[config.mk]
export PLATFORM = sky130hd
export DESIGN_NAME = postnet_zip_codec_flat
export DESIGN_NICKNAME = d
export VERILOG_FILES = /design/src/hdl/pzc_pkg.sv /design/src/hdl/pzc_in_if.sv /design/src/hdl/pzc_out_if.sv /design/src/hdl/postnet_zip_codec.sv /design/src/hdl/pzc_split.sv /design/src/hdl/pzc_finish.sv /design/src/flat_wrapper.sv
export SDC_FILE = /design/constraint.sdc
export NUM_CORES = 1
export LEC_CHECK = 0
export BUFFER_PORTS_ARGS = -buffer_cell sky130_fd_sc_hd__clkbuf_2
export CAP_MARGIN = 20
export CORE_UTILIZATION = 35
export DETAILED_ROUTE_END_ITERATION = 16
export SYNTH_ARGS = -nofsm -noshare
export SYNTH_HDL_FRONTEND = slang
export SYNTH_SLANG_ARGS = --single-unit
[constraint.sdc]
create_clock -name clk_i -period 4.51 [get_ports clk_i]
set_input_delay 0.2255 -clock clk_i [delete_from_list [all_inputs] [get_ports clk_i]]
set_output_delay 0.2255 -clock clk_i [all_outputs]
set_load 0.1 [all_outputs]
[src/hdl/pzc_pkg.sv]
`default_nettype none
// ----------------------------------------------------------------------------
// pzc_pkg
// Types, constants and table functions shared by the POSTNET ZIP codec.
// ----------------------------------------------------------------------------
package pzc_pkg;

  localparam int unsigned ZipW  = 17;
  localparam int unsigned BarsW = 27;
  localparam int unsigned DigW  = 4;
  localparam int unsigned CodeW = 5;
  localparam int unsigned NumDigits = 5;

  localparam logic [ZipW-1:0] ZipMax = 17'd99999;

  // reciprocal of 1000, exact for any 17-bit value with a shift of 27
  localparam logic [17:0] Recip1000 = 18'd134218;
  localparam int unsigned Recip1000Shift = 27;

  typedef enum logic {
    KIND_ENCODE = 1'b0,
    KIND_DECODE = 1'b1
  } kind_e;

  typedef enum logic [1:0] {
    ERR_NONE  = 2'd0,
    ERR_RANGE = 2'd1,
    ERR_GROUP = 2'd2
  } error_e;

  typedef logic [DigW-1:0]  dig_t;
  typedef logic [CodeW-1:0] code_t;

  typedef struct packed {
    logic ok;
    dig_t dig;
  } lookup_t;

  typedef struct packed {
    kind_e              kind;
    logic [ZipW-1:0]    zip;
    logic [BarsW-1:0]   bars;
  } in_t;

  typedef struct packed {
    kind_e                       kind;
    logic                        range_err;
    logic                        group_err;
    logic [ZipW-1:0]             zip;
    logic [BarsW-1:0]            bars;
    logic [7:0]                  hi;
    logic [NumDigits-1:0][DigW-1:0] dec_dig;
  } s1_t;

  typedef struct packed {
    kind_e            kind;
    error_e           err;
    logic [ZipW-1:0]  zip;
    logic [BarsW-1:0] bars;
    logic [9:0]       lo;
    dig_t             d4;
    dig_t             d3;
    logic [ZipW-1:0]  p_hi;
    logic [9:0]       p_lo;
  } s2_t;

  typedef struct packed {
    kind_e            kind;
    error_e           err;
    logic [ZipW-1:0]  zip;
    logic [BarsW-1:0] bars;
    dig_t             d4;
    dig_t             d3;
    dig_t             d2;
    logic [6:0]       r2;
  } s3_t;

  typedef struct packed {
    logic [ZipW-1:0]  zip;
    logic [BarsW-1:0] bars;
    error_e           err;
  } res_t;

  // two-of-five code of one decimal digit
  function automatic code_t digit_code(input dig_t d);
    code_t c;
    case (d)
      4'd0:    c = 5'b11000;
      4'd1:    c = 5'b00011;
      4'd2:    c = 5'b00101;
      4'd3:    c = 5'b00110;
      4'd4:    c = 5'b01001;
      4'd5:    c = 5'b01010;
      4'd6:    c = 5'b01100;
      4'd7:    c = 5'b10001;
      4'd8:    c = 5'b10010;
      4'd9:    c = 5'b10100;
      default: c = 5'b00000;
    endcase
    return c;
  endfunction

  // digit of one bar group, ok low when the group is not a valid code
  function automatic lookup_t code_digit(input code_t g);
    lookup_t r;
    r.ok = 1'b1;
    case (g)
      5'b11000: r.dig = 4'd0;
      5'b00011: r.dig = 4'd1;
      5'b00101: r.dig = 4'd2;
      5'b00110: r.dig = 4'd3;
      5'b01001: r.dig = 4'd4;
      5'b01010: r.dig = 4'd5;
      5'b01100: r.dig = 4'd6;
      5'b10001: r.dig = 4'd7;
      5'b10010: r.dig = 4'd8;
      5'b10100: r.dig = 4'd9;
      default: begin
        r.ok  = 1'b0;
        r.dig = 4'd0;
      end
    endcase
    return r;
  endfunction

endpackage
`default_nettype wire

[src/hdl/pzc_in_if.sv]
`default_nettype none
// ----------------------------------------------------------------------------
// pzc_in_if
// Request channel of the codec: conversion kind, ZIP value and bar pattern.
// ----------------------------------------------------------------------------
interface pzc_in_if;
  logic        valid;
  logic        ready;
  logic        kind;
  logic [16:0] zip_value_in;
  logic [26:0] bars_in;

  modport source (output valid, output kind, output zip_value_in, output bars_in,
                  input ready);
  modport sink (input valid, input kind, input zip_value_in, input bars_in,
                output ready);
endinterface
`default_nettype wire

[src/hdl/pzc_out_if.sv]
`default_nettype none
// ----------------------------------------------------------------------------
// pzc_out_if
// Result channel of the codec: ZIP value, bar pattern and error code.
// ----------------------------------------------------------------------------
interface pzc_out_if;
  logic        valid;
  logic        ready;
  logic [16:0] zip_value_out;
  logic [26:0] bars_out;
  logic [1:0]  error_code;

  modport source (output valid, output zip_value_out, output bars_out,
                  output error_code, input ready);
  modport sink (input valid, input zip_value_out, input bars_out,
                input error_code, output ready);
endinterface
`default_nettype wire

[src/hdl/postnet_zip_codec.sv]
`default_nettype none
// ----------------------------------------------------------------------------
// postnet_zip_codec
// Five-digit POSTNET encoder and decoder, no check digit.
// ----------------------------------------------------------------------------
// Each transaction converts a ZIP value to a framed 27-bar pattern (kind 0)
// or a 27-bar pattern back to a value (kind 1), bar 0 at bit 26. The block
// is a four-stage pipeline: it takes one transaction every clock cycle
// while the result channel does not stall, the depth being set by
// the constant-reciprocal digit split (one short constant multiply and its
// correction per stage). Back-pressure on the result channel holds every
// stage that has nowhere to go, nothing is dropped. Values above 99999
// report error 1, unknown bar groups error 2, both with zero value and bars.
// Frame bars are not checked on decode.
// ----------------------------------------------------------------------------
module postnet_zip_codec import pzc_pkg::*; (
  input  wire logic clk_i,
  input  wire logic rst_ni,
  pzc_in_if.sink    in_i,
  pzc_out_if.source out_o
);

  in_t  in_data;
  logic s2_valid, s2_ready;
  s2_t  s2_data;
  res_t res;

  assign in_data.kind = kind_e'(in_i.kind);
  assign in_data.zip  = in_i.zip_value_in;
  assign in_data.bars = in_i.bars_in;

  pzc_split u_split (
    .clk_i      (clk_i),
    .rst_ni     (rst_ni),
    .in_valid_i (in_i.valid),
    .in_ready_o (in_i.ready),
    .in_i       (in_data),
    .s2_valid_o (s2_valid),
    .s2_ready_i (s2_ready),
    .s2_o       (s2_data)
  );

  pzc_finish u_finish (
    .clk_i       (clk_i),
    .rst_ni      (rst_ni),
    .s2_valid_i  (s2_valid),
    .s2_ready_o  (s2_ready),
    .s2_i        (s2_data),
    .out_valid_o (out_o.valid),
    .out_ready_i (out_o.ready),
    .out_o       (res)
  );

  assign out_o.zip_value_out = res.zip;
  assign out_o.bars_out      = res.bars;
  assign out_o.error_code    = res.err;

endmodule
`default_nettype wire

[src/hdl/pzc_split.sv]
`default_nettype none
// ----------------------------------------------------------------------------
// pzc_split
// First two pipeline stages: group lookup, range check, split of the value
// into thousands and remainder, top two digits and decode partial sums.
// ----------------------------------------------------------------------------
module pzc_split import pzc_pkg::*; (
  input  wire logic clk_i,
  input  wire logic rst_ni,
  input  wire logic in_valid_i,
  output logic      in_ready_o,
  input  wire in_t  in_i,
  output logic      s2_valid_o,
  input  wire logic s2_ready_i,
  output s2_t       s2_o
);

  logic s1_valid_q, s2_valid_q;
  s1_t  s1_d, s1_q;
  s2_t  s2_d, s2_q;
  logic en1, en2;

  assign en2 = !s2_valid_q || s2_ready_i;
  assign en1 = !s1_valid_q || en2;
  assign in_ready_o = en1;

  // stage 1
  always_comb begin
    logic [34:0] prod;
    lookup_t     lk;
    s1_d           = '0;
    s1_d.kind      = in_i.kind;
    s1_d.zip       = in_i.zip;
    s1_d.bars      = in_i.bars;
    s1_d.range_err = (in_i.kind == KIND_ENCODE) && (in_i.zip > ZipMax);
    prod           = 35'(in_i.zip) * 35'(Recip1000);
    s1_d.hi        = prod[Recip1000Shift +: 8];
    s1_d.group_err = 1'b0;
    for (int k = 0; k < NumDigits; k++) begin
      lk = code_digit(in_i.bars[BarsW-2-CodeW*k -: CodeW]);
      s1_d.dec_dig[NumDigits-1-k] = lk.dig;
      if (!lk.ok && in_i.kind == KIND_DECODE) begin
        s1_d.group_err = 1'b1;
      end
    end
  end

  // stage 2
  always_comb begin
    logic [15:0] t;
    s2_d      = '0;
    s2_d.kind = s1_q.kind;
    s2_d.zip  = s1_q.zip;
    s2_d.bars = s1_q.bars;
    if (s1_q.range_err) begin
      s2_d.err = ERR_RANGE;
    end else if (s1_q.group_err) begin
      s2_d.err = ERR_GROUP;
    end else begin
      s2_d.err = ERR_NONE;
    end
    s2_d.lo   = 10'(s1_q.zip - 17'(s1_q.hi) * 17'd1000);
    t         = 16'(s1_q.hi) * 16'd205;
    s2_d.d4   = t[14:11];
    s2_d.d3   = 4'(s1_q.hi - 8'(s2_d.d4) * 8'd10);
    s2_d.p_hi = 17'(s1_q.dec_dig[4]) * 17'd10000 + 17'(s1_q.dec_dig[3]) * 17'd1000;
    s2_d.p_lo = 10'(s1_q.dec_dig[2]) * 10'd100 + 10'(s1_q.dec_dig[1]) * 10'd10
              + 10'(s1_q.dec_dig[0]);
  end

  always_ff @(posedge clk_i or negedge rst_ni) begin
    if (!rst_ni) begin
      s1_valid_q <= 1'b0;
      s2_valid_q <= 1'b0;
    end else begin
      if (en1) begin
        s1_valid_q <= in_valid_i;
      end
      if (en2) begin
        s2_valid_q <= s1_valid_q;
      end
    end
  end

  always_ff @(posedge clk_i) begin
    if (en1 && in_valid_i) begin
      s1_q <= s1_d;
    end
    if (en2 && s1_valid_q) begin
      s2_q <= s2_d;
    end
  end

  assign s2_valid_o = s2_valid_q;
  assign s2_o       = s2_q;

endmodule
`default_nettype wire

[src/hdl/pzc_finish.sv]
`default_nettype none
// ----------------------------------------------------------------------------
// pzc_finish
// Last two pipeline stages: lower digits, decoded value sum and assembly of
// the framed bar pattern into the output register.
// ----------------------------------------------------------------------------
module pzc_finish import pzc_pkg::*; (
  input  wire logic clk_i,
  input  wire logic rst_ni,
  input  wire logic s2_valid_i,
  output logic      s2_ready_o,
  input  wire s2_t  s2_i,
  output logic      out_valid_o,
  input  wire logic out_ready_i,
  output res_t      out_o
);

  logic s3_valid_q, s4_valid_q;
  s3_t  s3_d, s3_q;
  res_t s4_d, s4_q;
  logic en3, en4;

  assign en4 = !s4_valid_q || out_ready_i;
  assign en3 = !s3_valid_q || en4;
  assign s2_ready_o = en3;

  // stage 3
  always_comb begin
    logic [15:0] t;
    s3_d      = '0;
    s3_d.kind = s2_i.kind;
    s3_d.err  = s2_i.err;
    s3_d.bars = s2_i.bars;
    s3_d.d4   = s2_i.d4;
    s3_d.d3   = s2_i.d3;
    t         = 16'(s2_i.lo) * 16'd41;
    s3_d.d2   = t[15:12];
    s3_d.r2   = 7'(s2_i.lo - 10'(s3_d.d2) * 10'd100);
    if (s2_i.kind == KIND_DECODE) begin
      s3_d.zip = s2_i.p_hi + 17'(s2_i.p_lo);
    end else begin
      s3_d.zip = s2_i.zip;
    end
  end

  // stage 4
  always_comb begin
    logic [13:0] t;
    dig_t        d1, d0;
    t  = 14'(s3_q.r2) * 14'd103;
    d1 = t[13:10];
    d0 = 4'(s3_q.r2 - 7'(d1) * 7'd10);
    s4_d.err = s3_q.err;
    if (s3_q.err != ERR_NONE) begin
      s4_d.zip  = '0;
      s4_d.bars = '0;
    end else if (s3_q.kind == KIND_DECODE) begin
      // valid groups re-encode to themselves, only the frame bars are forced
      s4_d.zip  = s3_q.zip;
      s4_d.bars = {1'b1, s3_q.bars[BarsW-2:1], 1'b1};
    end else begin
      s4_d.zip  = s3_q.zip;
      s4_d.bars = {1'b1, digit_code(s3_q.d4), digit_code(s3_q.d3),
                   digit_code(s3_q.d2), digit_code(d1), digit_code(d0), 1'b1};
    end
  end

  always_ff @(posedge clk_i or negedge rst_ni) begin
    if (!rst_ni) begin
      s3_valid_q <= 1'b0;
      s4_valid_q <= 1'b0;
    end else begin
      if (en3) begin
        s3_valid_q <= s2_valid_i;
      end
      if (en4) begin
        s4_valid_q <= s3_valid_q;
      end
    end
  end

  always_ff @(posedge clk_i) begin
    if (en3 && s2_valid_i) begin
      s3_q <= s3_d;
    end
    if (en4 && s3_valid_q) begin
      s4_q <= s4_d;
    end
  end

  assign out_valid_o = s4_valid_q;
  assign out_o       = s4_q;

endmodule
`default_nettype wire
[src/flat_wrapper.sv]
// flat-port wrapper written by rule: the top's interface ports become plain ports
module postnet_zip_codec_flat import pzc_pkg::*;
  (clk_i, rst_ni, in_i_valid, in_i_kind, in_i_zip_value_in, in_i_bars_in, in_i_ready, out_o_valid, out_o_zip_value_out, out_o_bars_out, out_o_error_code, out_o_ready);
  pzc_in_if in_i_i ();
  pzc_out_if out_o_i ();
  input  wire logic clk_i;
  input  wire logic rst_ni;
  input wire logic [$bits(in_i_i.valid)-1:0] in_i_valid;
  input wire logic [$bits(in_i_i.kind)-1:0] in_i_kind;
  input wire logic [$bits(in_i_i.zip_value_in)-1:0] in_i_zip_value_in;
  input wire logic [$bits(in_i_i.bars_in)-1:0] in_i_bars_in;
  output wire logic [$bits(in_i_i.ready)-1:0] in_i_ready;
  output wire logic [$bits(out_o_i.valid)-1:0] out_o_valid;
  output wire logic [$bits(out_o_i.zip_value_out)-1:0] out_o_zip_value_out;
  output wire logic [$bits(out_o_i.bars_out)-1:0] out_o_bars_out;
  output wire logic [$bits(out_o_i.error_code)-1:0] out_o_error_code;
  input wire logic [$bits(out_o_i.ready)-1:0] out_o_ready;
  assign in_i_i.valid = in_i_valid;
  assign in_i_i.kind = in_i_kind;
  assign in_i_i.zip_value_in = in_i_zip_value_in;
  assign in_i_i.bars_in = in_i_bars_in;
  assign in_i_ready = in_i_i.ready;
  assign out_o_valid = out_o_i.valid;
  assign out_o_zip_value_out = out_o_i.zip_value_out;
  assign out_o_bars_out = out_o_i.bars_out;
  assign out_o_error_code = out_o_i.error_code;
  assign out_o_i.ready = out_o_ready;
  postnet_zip_codec u_core (.clk_i(clk_i), .rst_ni(rst_ni), .in_i(in_i_i), .out_o(out_o_i));
endmodule
==> impl_results.rst, run 1 <==
.. list-table::
   :header-rows: 1

   * - Metric
     - Value
   * - Buffers & Inverters on Critical Path
     - 2
   * - Critical-path cell with the highest stage delay
     - sky130_fd_sc_hd__fa_1
   * - Critical Path Sink Type
     - flip-flop
   * - Met3 wirelength from detailed routing
     - 1.07 mm
   * - Gate Count Post-Synth
     - about 1800
   * - Outcome
     - finished, violations left
   * - Hold Crit Class
     - input port to asynchronous set/reset pin
   * - Worst Tran Pin Value
     - between 0.9 and 1 ns
   * - CORE AREA
     - just under 60000 sq um
   * - Starting DRC count in detailed routing
     - roughly 650
   * - Final wirelength
     - between 40 and 50 mm
   * - Routed vias
     - between 10000 and 15000
   * - CP Data Required Time
     - around 5 ns
   * - Arrival time reported for the critical path endpoint
     - 5.19 ns
   * - Peak per-stage delay on the critical path
     - about 0.58 ns
   * - Post-CTS clock slew at the launch and capture registers of the worst setup and hold paths
     - 0.06 ns
   * - Number of enable-type register cells in the synthesized netlist
     - roughly 270
   * - Clock buffer depth
     - 3
   * - Routed Antenna Nets
     - 0
   * - Wire length on met1
     - 20.6 mm
   * - Number of max-cap violations
     - 0
   * - Commonest cells after routing, fill and taps aside
     - sky130_fd_sc_hd__ha_1, sky130_fd_sc_hd__inv_1, sky130_fd_sc_hd__edfxtp_1
   * - Final Critical Period
     - 4.76 ns
   * - Overall die height
     - between 200 and 250 um
   * - Wire length of the first global-routing pass
     - about 70 mm
   * - Number of instances in the placed design
     - about 2700
   * - Antenna violations before repair
     - 2
   * - CTS Sinks
     - about 290
   * - Post-Syn Nets
     - 2308
   * - Average wire per cell in the routed design
     - between 15 and 20 um
   * - Overall track demand over capacity in global routing
     - 14.8%
   * - Final period utilization
     - 106%
   * - Sequential share of the synthesized area
     - between 40% and 50%
   * - Most frequently used flop master after synthesis
     - sky130_fd_sc_hd__edfxtp_1
   * - Avg Synthesized Cell Area
     - between 10 and 15 sq um
   * - Distinct cell type count of the synthesized netlist
     - between 80 and 90
   * - Finished layout cell area
     - 24800 sq um
   * - Via count of the first global-routing pass
     - 14100
   * - Worst Setup Start Kind
     - flip-flop
   * - Most frequent standard cell in the layout excluding fill and tap cells
     - sky130_fd_sc_hd__ha_1
   * - Max Used Layer
     - met4
   * - Detailed-router iteration count before antenna repair
     - 4
   * - Die X
     - 246 um
   * - Total gr overflow
     - 0
   * - Port Buffer Count
     - 94
   * - Starting utilization of the core area
     - 35.4%
   * - Cell-by-cell listing of the critical path
     - ha_4, inv_2, fa_1, inv_2, fa_1, ha_4, ha_4, a21oi_4, o21ai_2, a21oi_4, xnor2_2, ha_2, fa_2, xnor2_2, xnor3_2, xor2_4, or4_1, nand3_1
   * - Type of the setup path with the least slack
     - flip-flop to flip-flop
   * - Post-route worst setup slack
     - -0.250 ns
   * - Family of cells with the greatest summed delay on the critical path
     - adder cells
   * - Count of final max-slew check failures
     - 0
   * - Area growth from synthesis to layout
     - 19.2%
   * - Fmax achieved
     - around 0.21 GHz
   * - Setup repair after global routing missed its margin
     - yes
   * - Routability congestion estimate
     - 0.827
   * - Max Fanout on Critical Path
     - 7
   * - Count of yosys warnings during synthesis
     - 0
   * - Source-to-sink clock delay at the later pin of the worst-skew pair
     - about 0.57 ns
   * - Number of core rows
     - just under 90
   * - CTS H-tree lvls
     - 1
   * - Net count reported at finish
     - 2560
   * - Netlist Area Pre-Place
     - ~21000 sq um
   * - Cts bufs inserted
     - 31
   * - Dpl hpwl
     - 34.9 mm
   * - Via/cell ratio
     - between 4 and 5
   * - Post-synthesis sequential element count
     - approximately 290
   * - Number of primary I/O pins
     - 97
   * - Worst-case headroom to the max-slew limit
     - between 30% and 40%
   * - Most frequent cell on the critical path
     - sky130_fd_sc_hd__ha_4
   * - Filler instances
     - around 5500
   * - Cell area after placement
     - about 23000 sq um
   * - FFs w/ async S/R, synth
     - under 10%
   * - Pin count of the biggest net entering global routing
     - 55
   * - Drc violations
     - 0
   * - Area of the die
     - slightly above 60000 sq um
   * - Violated checks
     - negative setup slack
   * - DR WL met2
     - around 22 mm
   * - Fin Clk Skew
     - approximately 0.015 ns
   * - Clock tree from TritonCTS
     - yes
   * - Count of endpoints failing setup in the final report
     - 6
   * - Master cell of the clock root buffer
     - sky130_fd_sc_hd__clkbuf_16
   * - Fraction of final layout cells sized beyond drive strength 1
     - a little under a fifth
   * - Number of non-filler instances in the completed layout
     - around 2800
   * - Number of endpoints with negative hold slack in the final report
     - 0
==> timing repair <==
item,CTS,global route
endpoints found under the setup margin,7,17
pin swaps,25,30
resized for setup,15,32
cloned,0,0
hold buffers,24,0
hold endpoints to repair,28,0
setup buffers,8,10
==> synth_stat cells (6+ instances only) <==
cell                       count  share of area (%)
sky130_fd_sc_hd__nand4_1      12               0.36
sky130_fd_sc_hd__inv_1       282                5.1
sky130_fd_sc_hd__a211oi_1      6               0.22
sky130_fd_sc_hd__and2_1       22               0.66
sky130_fd_sc_hd__or3_1         7               0.21
sky130_fd_sc_hd__o211ai_1     13               0.47
sky130_fd_sc_hd__and3_1        8               0.24
sky130_fd_sc_hd__o31ai_1       9               0.32
sky130_fd_sc_hd__clkbuf_1     32               0.58
sky130_fd_sc_hd__o21ai_1       6               0.14
sky130_fd_sc_hd__mux2_2        7               0.38
sky130_fd_sc_hd__o21bai_1     10               0.36
sky130_fd_sc_hd__mux2i_1      33                1.6
sky130_fd_sc_hd__o21ai_0      50                1.2
sky130_fd_sc_hd__xnor2_1      71                3.0
sky130_fd_sc_hd__nand3_1      32               0.77
sky130_fd_sc_hd__a21oi_1      63                1.5
sky130_fd_sc_hd__dfxtp_1      15                1.4
sky130_fd_sc_hd__fa_1         89                8.6
sky130_fd_sc_hd__nand2b_1     11               0.33
sky130_fd_sc_hd__nand2_1      81                1.5
sky130_fd_sc_hd__xor2_1       43                1.8
sky130_fd_sc_hd__ha_1        372                 22
sky130_fd_sc_hd__a31oi_1      15               0.45
sky130_fd_sc_hd__nor3_1       21               0.50
sky130_fd_sc_hd__a21o_1       27               0.97
sky130_fd_sc_hd__buf_1         7               0.13
sky130_fd_sc_hd__nor2b_1       9               0.27
sky130_fd_sc_hd__edfxtp_1    266                 38
sky130_fd_sc_hd__nor2_1       70                1.3
sky130_fd_sc_hd__nor4_1        8               0.24
==> worst paths after layout <==
check / cells after the start / to / slack (ns) / startpoint
worst min register to register: 0 / u_core.u_finish.s3_q[30]$_DFFE_PP_ / 0.42 / u_core.u_split.s2_o[56]$_DFFE_PP_
worst max-delay path: 18 / u_core.u_finish.out_o[4]$_SDFFCE_PP0P_ / -0.25 / u_core.u_finish.s3_q[1]$_DFFE_PP_
worst min-delay path: 2 / u_core.u_finish.out_valid_o$_DFFE_PN0P_ / 0.02 / rst_ni
min in group clk_i: 1 / u_core.u_split.s1_q[29]$_DFFE_PP_ / 0.03 / in_i_bars_in[1]
max in group asynchronous: 2 / u_core.u_split.s2_valid_o$_DFFE_PN0P_ / 4.37 / rst_ni
worst max register to register: 18 / u_core.u_finish.out_o[4]$_SDFFCE_PP0P_ / -0.25 / u_core.u_finish.s3_q[1]$_DFFE_PP_
==> area by class of cell <==
type / count / area, sq um / share of cell area (%)
flip-flops and latches: 285 / 8390 / 33.8
multi-input cells: 1189 / 11700 / 47.1
inverters: 282 / 1060 / 4.26
clock inverters: 23 / 139 / 0.559
well taps: 773 / 967 / 3.89
clock buffers: 33 / 783 / 3.15
diodes: 1 / 2.50 / 0.0101
repair buffers: 261 / 1800 / 7.25
==> per-stage QoR <==
stage / hold slack [ns] / setup WS, ns / utilization [%] / setup TNS (ns)
2_1_floorplan: -0.0701 / -0.118 / - / -0.381
3_3_place_gp: 0.0361 / -0.327 / 39.4 / -3.35
3_5_place_dp: 0.0413 / -0.391 / 39.4 / -4.00
4_1_cts: 0.00418 / -0.294 / 41.7 / -1.34
5_1_grt: 0.0289 / -0.382 / 42.2 / -2.28
6_report: 0.0182 / -0.250 / 42.2 / -1.22
==> sequential cells by signal, summed over array words and instances, names as in the netlist, named ones only <==
signal                       flops
u_core.u_split.s1_q             73
u_core.u_split.s2_valid_o        1
u_core.u_finish.out_valid_o      1
u_core.u_finish.out_o           45
u_core.u_split.s1_valid_q        1
u_core.u_finish.s3_valid_q       1
u_core.u_finish.s3_q            64
u_core.u_split.s2_o             84
==> metal layers <==
layer | vias up | track usage, %
li1 | 6801 | -
met1 | 6636 | 19.3
met2 | 167 | 26.3
met3 | 45 | 1.51
met4 | 0 | 3.29
met5 | - | 0
==> cell families after synthesis <==
| group | Yosys count | synth area share (%) |
|---|---|---|
| multiplexers | 42 | 2.10 |
| AO/OA/AOI/OAI | 259 | 8.34 |
| adder cells (fa/ha/maj) | 461 | 30.9 |
| AND/OR/NAND/NOR | 311 | 7.51 |
| flip-flops | 285 | 40.3 |
| buffers and inverters | 324 | 5.90 |
| XOR/XNOR | 116 | 4.98 |
==> worst reg2reg max path, delay by kind of cell, from the launching register on <==
kind	cells	cell delay, ns
and+or+nand+nor	2	0.51
adders and majority gates	7	2.46
AOI/OAI and AO/OA	3	0.38
xor gates and xnor gates	4	0.72
DFF	1	0.49
buffers and inverters	2	0.07
Power of run 1 is not shown: default switching activity piles up to over one toggle a cycle in this logic, so the estimate is an artifact.
==> run 2, diff against run 1 <==
CORE_MARGIN = 2   (was unset)
==> impl_results.rst, run 2 (synthesis gave the netlist of run 1 again) <==
.. list-table::
   :header-rows: 1

   * - Metric
     - Value
   * - Outcome
     - finished, violations left
   * - Violated checks
     - negative setup slack
   * - Routed vias
     - 13700 (+0.037%)
   * - Cell-by-cell listing of the critical path
     - ha_4, inv_2, fa_1, inv_2, fa_1, ha_4, ha_4, nand4_1, a31oi_2, a21oi_2, xnor2_2, fa_2, xnor2_2, xnor3_1, xor2_2, and4_1, a22o_1
   * - CTS Sinks
     - 285 (unchanged)
   * - Wire length of the first global-routing pass
     - 70.4 mm (-1.8%)
   * - Detailed-router iteration count before antenna repair
     - 5 (+1)
   * - Average wire per cell in the routed design
     - 15.5 um (-1.4%)
   * - Number of endpoints with negative hold slack in the final report
     - 0 (unchanged)
   * - Filler instances
     - 5465 (-0.35%)
   * - Area of the die
     - 61500 sq um (+1.6%)
   * - Master cell of the clock root buffer
     - sky130_fd_sc_hd__clkbuf_16
   * - Clock tree from TritonCTS
     - yes
   * - Multi-input gate area
     - 11600 sq um (-0.39%)
   * - R2R cell count
     - 17 (-1)
   * - CORE AREA
     - 58900 sq um (unchanged)
   * - Critical Path Sink Type
     - flip-flop
   * - Diodes inserted
     - 0 (-1)
   * - Number of core rows
     - 89 (unchanged)
   * - Antenna violations before repair
     - 1 (-1)
   * - Overall track demand over capacity in global routing
     - 14.3% (-0.47 points)
   * - Source-to-sink clock delay at the later pin of the worst-skew pair
     - 0.58 ns (about the same)
   * - Clock buffer depth
     - 3 (unchanged)
   * - Final wirelength
     - 44.1 mm (-1.6%)
   * - Critical-path cell with the highest stage delay
     - sky130_fd_sc_hd__fa_1
   * - Via/cell ratio
     - 4.81 (+0.28%)
   * - Launching point of the worst reg2reg path
     - u_core.u_finish.s3_q[2]$_DFFE_PP_
   * - Count of endpoints failing setup in the final report
     - 6 (unchanged)
   * - Pin count of the biggest net entering global routing
     - 74 (+35%)
   * - Hold Slack
     - 0.0236 ns (+0.00548 ns)
   * - Most frequent standard cell in the layout excluding fill and tap cells
     - sky130_fd_sc_hd__ha_1
   * - Setup repair after global routing missed its margin
     - yes
   * - Post-CTS clock slew at the launch and capture registers of the worst setup and hold paths
     - 0.06 ns (about the same)
   * - Most frequent cell on the critical path
     - sky130_fd_sc_hd__ha_4
   * - CTS H-tree lvls
     - 1 (unchanged)
   * - Capturing instance or port of the critical path
     - u_core.u_finish.out_o[5]$_SDFFCE_PP0P_
   * - Starting DRC count in detailed routing
     - 808 (+25%)
   * - Number of primary I/O pins
     - 97 (unchanged)
   * - Total gr overflow
     - 0 (unchanged)
   * - Count of final max-slew check failures
     - 0 (unchanged)
   * - Fmax achieved
     - 0.212 GHz (+1.1%)
   * - Port Buffer Count
     - 94 (unchanged)
   * - Die X
     - 248 um (+0.81%)
   * - CP Data Required Time
     - 4.84 ns (-0.10 ns)
   * - Via count of the first global-routing pass
     - 13800 (-2.3%)
   * - Type of the setup path with the least slack
     - flip-flop to flip-flop
   * - Area growth from synthesis to layout
     - 19.1%
   * - Commonest cells after routing, fill and taps aside
     - sky130_fd_sc_hd__ha_1, sky130_fd_sc_hd__inv_1, sky130_fd_sc_hd__edfxtp_1
   * - Routability congestion estimate
     - 0.825 (-0.27%)
   * - Critical Path Source
     - u_core.u_finish.s3_q[2]$_DFFE_PP_
   * - Worst Tran Pin Value
     - 1.09 ns (+0.130 ns)
   * - Peak per-stage delay on the critical path
     - 0.53 ns (-0.05 ns)
   * - Worst r2r dst
     - u_core.u_finish.out_o[5]$_SDFFCE_PP0P_
   * - Final period utilization
     - 104% (-1.1 points)
   * - Starting utilization of the core area
     - 35.4% (unchanged)
   * - Slack of the worst reg-to-reg path
     - -0.20 ns (+0.05 ns)
   * - Max FFs per register
     - 84 (unchanged)
   * - Hold Crit Class
     - input port to flip-flop
   * - Cts bufs inserted
     - 30 (-3.2%)
   * - Post-route worst setup slack
     - -0.200 ns (+0.0501 ns)
   * - Fraction of final layout cells sized beyond drive strength 1
     - 18.1% (-0.044 points)
   * - Drc violations
     - 0 (unchanged)
   * - Routed Antenna Nets
     - 0 (unchanged)
   * - Worst-case headroom to the max-slew limit
     - 27.1% (-8.6 points)
   * - Dpl hpwl
     - 34.6 mm (-0.94%)
   * - Max Fanout on Critical Path
     - 7 (unchanged)
   * - Worst Setup Start Kind
     - flip-flop
   * - Net count reported at finish
     - 2554 (-0.23%)
   * - Final Critical Period
     - 4.71 ns (-0.0501 ns)
   * - Number of max-cap violations
     - 0 (unchanged)
   * - FF+latch area
     - 8390 sq um (unchanged)
   * - Fin Clk Skew
     - 0.0181 ns (+0.00321 ns)
   * - Arrival time reported for the critical path endpoint
     - 5.04 ns (-0.15 ns)
   * - Overall die height
     - 248 um (+0.81%)
## run 2: timing repair
action | 4_1_cts | 5_1_grt
endpoints found under the setup margin | 7 | 13
gates cloned | 0 | 0
setup buffers | 6 | 7
resized for setup | 13 | 26
pin swaps | 19 | 30
hold buffers | 26 | 0
endpoints found under the hold margin | 29 | 0
## run 2: worst min path at each step
stage,from,to,slack [ns],cells after the start
after floorplan,rst_ni,u_core.u_finish.out_valid_o$_DFFE_PN0P_,-0.07,0
after global placement,rst_ni,u_core.u_split.s1_valid_q$_DFFE_PN0N_,0.04,1
after detailed placement,rst_ni,u_core.u_finish.out_valid_o$_DFFE_PN0P_,0.04,1
after CTS,in_i_bars_in[22],u_core.u_split.s1_q[50]$_DFFE_PP_,0.0007,1
after global routing,in_i_bars_in[20],u_core.u_split.s1_q[48]$_DFFE_PP_,0.01,1
final,in_i_bars_in[1],u_core.u_split.s1_q[29]$_DFFE_PP_,0.02,1
## run 2: critical path, delay by kind of cell (launching register included)
family,cells,cell delay [ns]
compound gates,3,0.51
xor+xnor,4,0.80
buf+inv,2,0.07
simple gates,2,0.33
fa+ha+maj,6,2.24
flops,1,0.50
## run 2: routing by layer
layer / wire length [um] / global-route usage [%]
met5: 0 / 0
met4: 731 / 3.22
met3: 1540 / 1.38
met2: 21900 / 25.4
met1: 20000 / 18.9
## run 2: layout make-up
cell class                 instances  area share (%)
clock inverter                    13           0.520
inverter                         282            4.27
sequential                       285            33.8
clock buffer                      42            3.46
multi-input combinational       1189            47.0
timing repair buffer             256            7.08
tap                              773            3.90
## run 2: stage by stage
stage | util, % | instances | setup slack (ns) | area (sq um) | setup TNS [ns]
after floorplan | - | 1798 | -0.118 | 21000 | -0.381
after global placement | 39.4 | 2747 | -0.333 | 23200 | -3.40
after detailed placement | 39.4 | 2747 | -0.321 | 23200 | -3.64
after CTS | 41.8 | 2834 | -0.271 | 24600 | -1.33
after global routing | 42.1 | 2840 | -0.357 | 24800 | -2.28
final | 42.1 | 2840 | -0.200 | 24800 | -1.02
Power of run 2 is left out for the same reason.
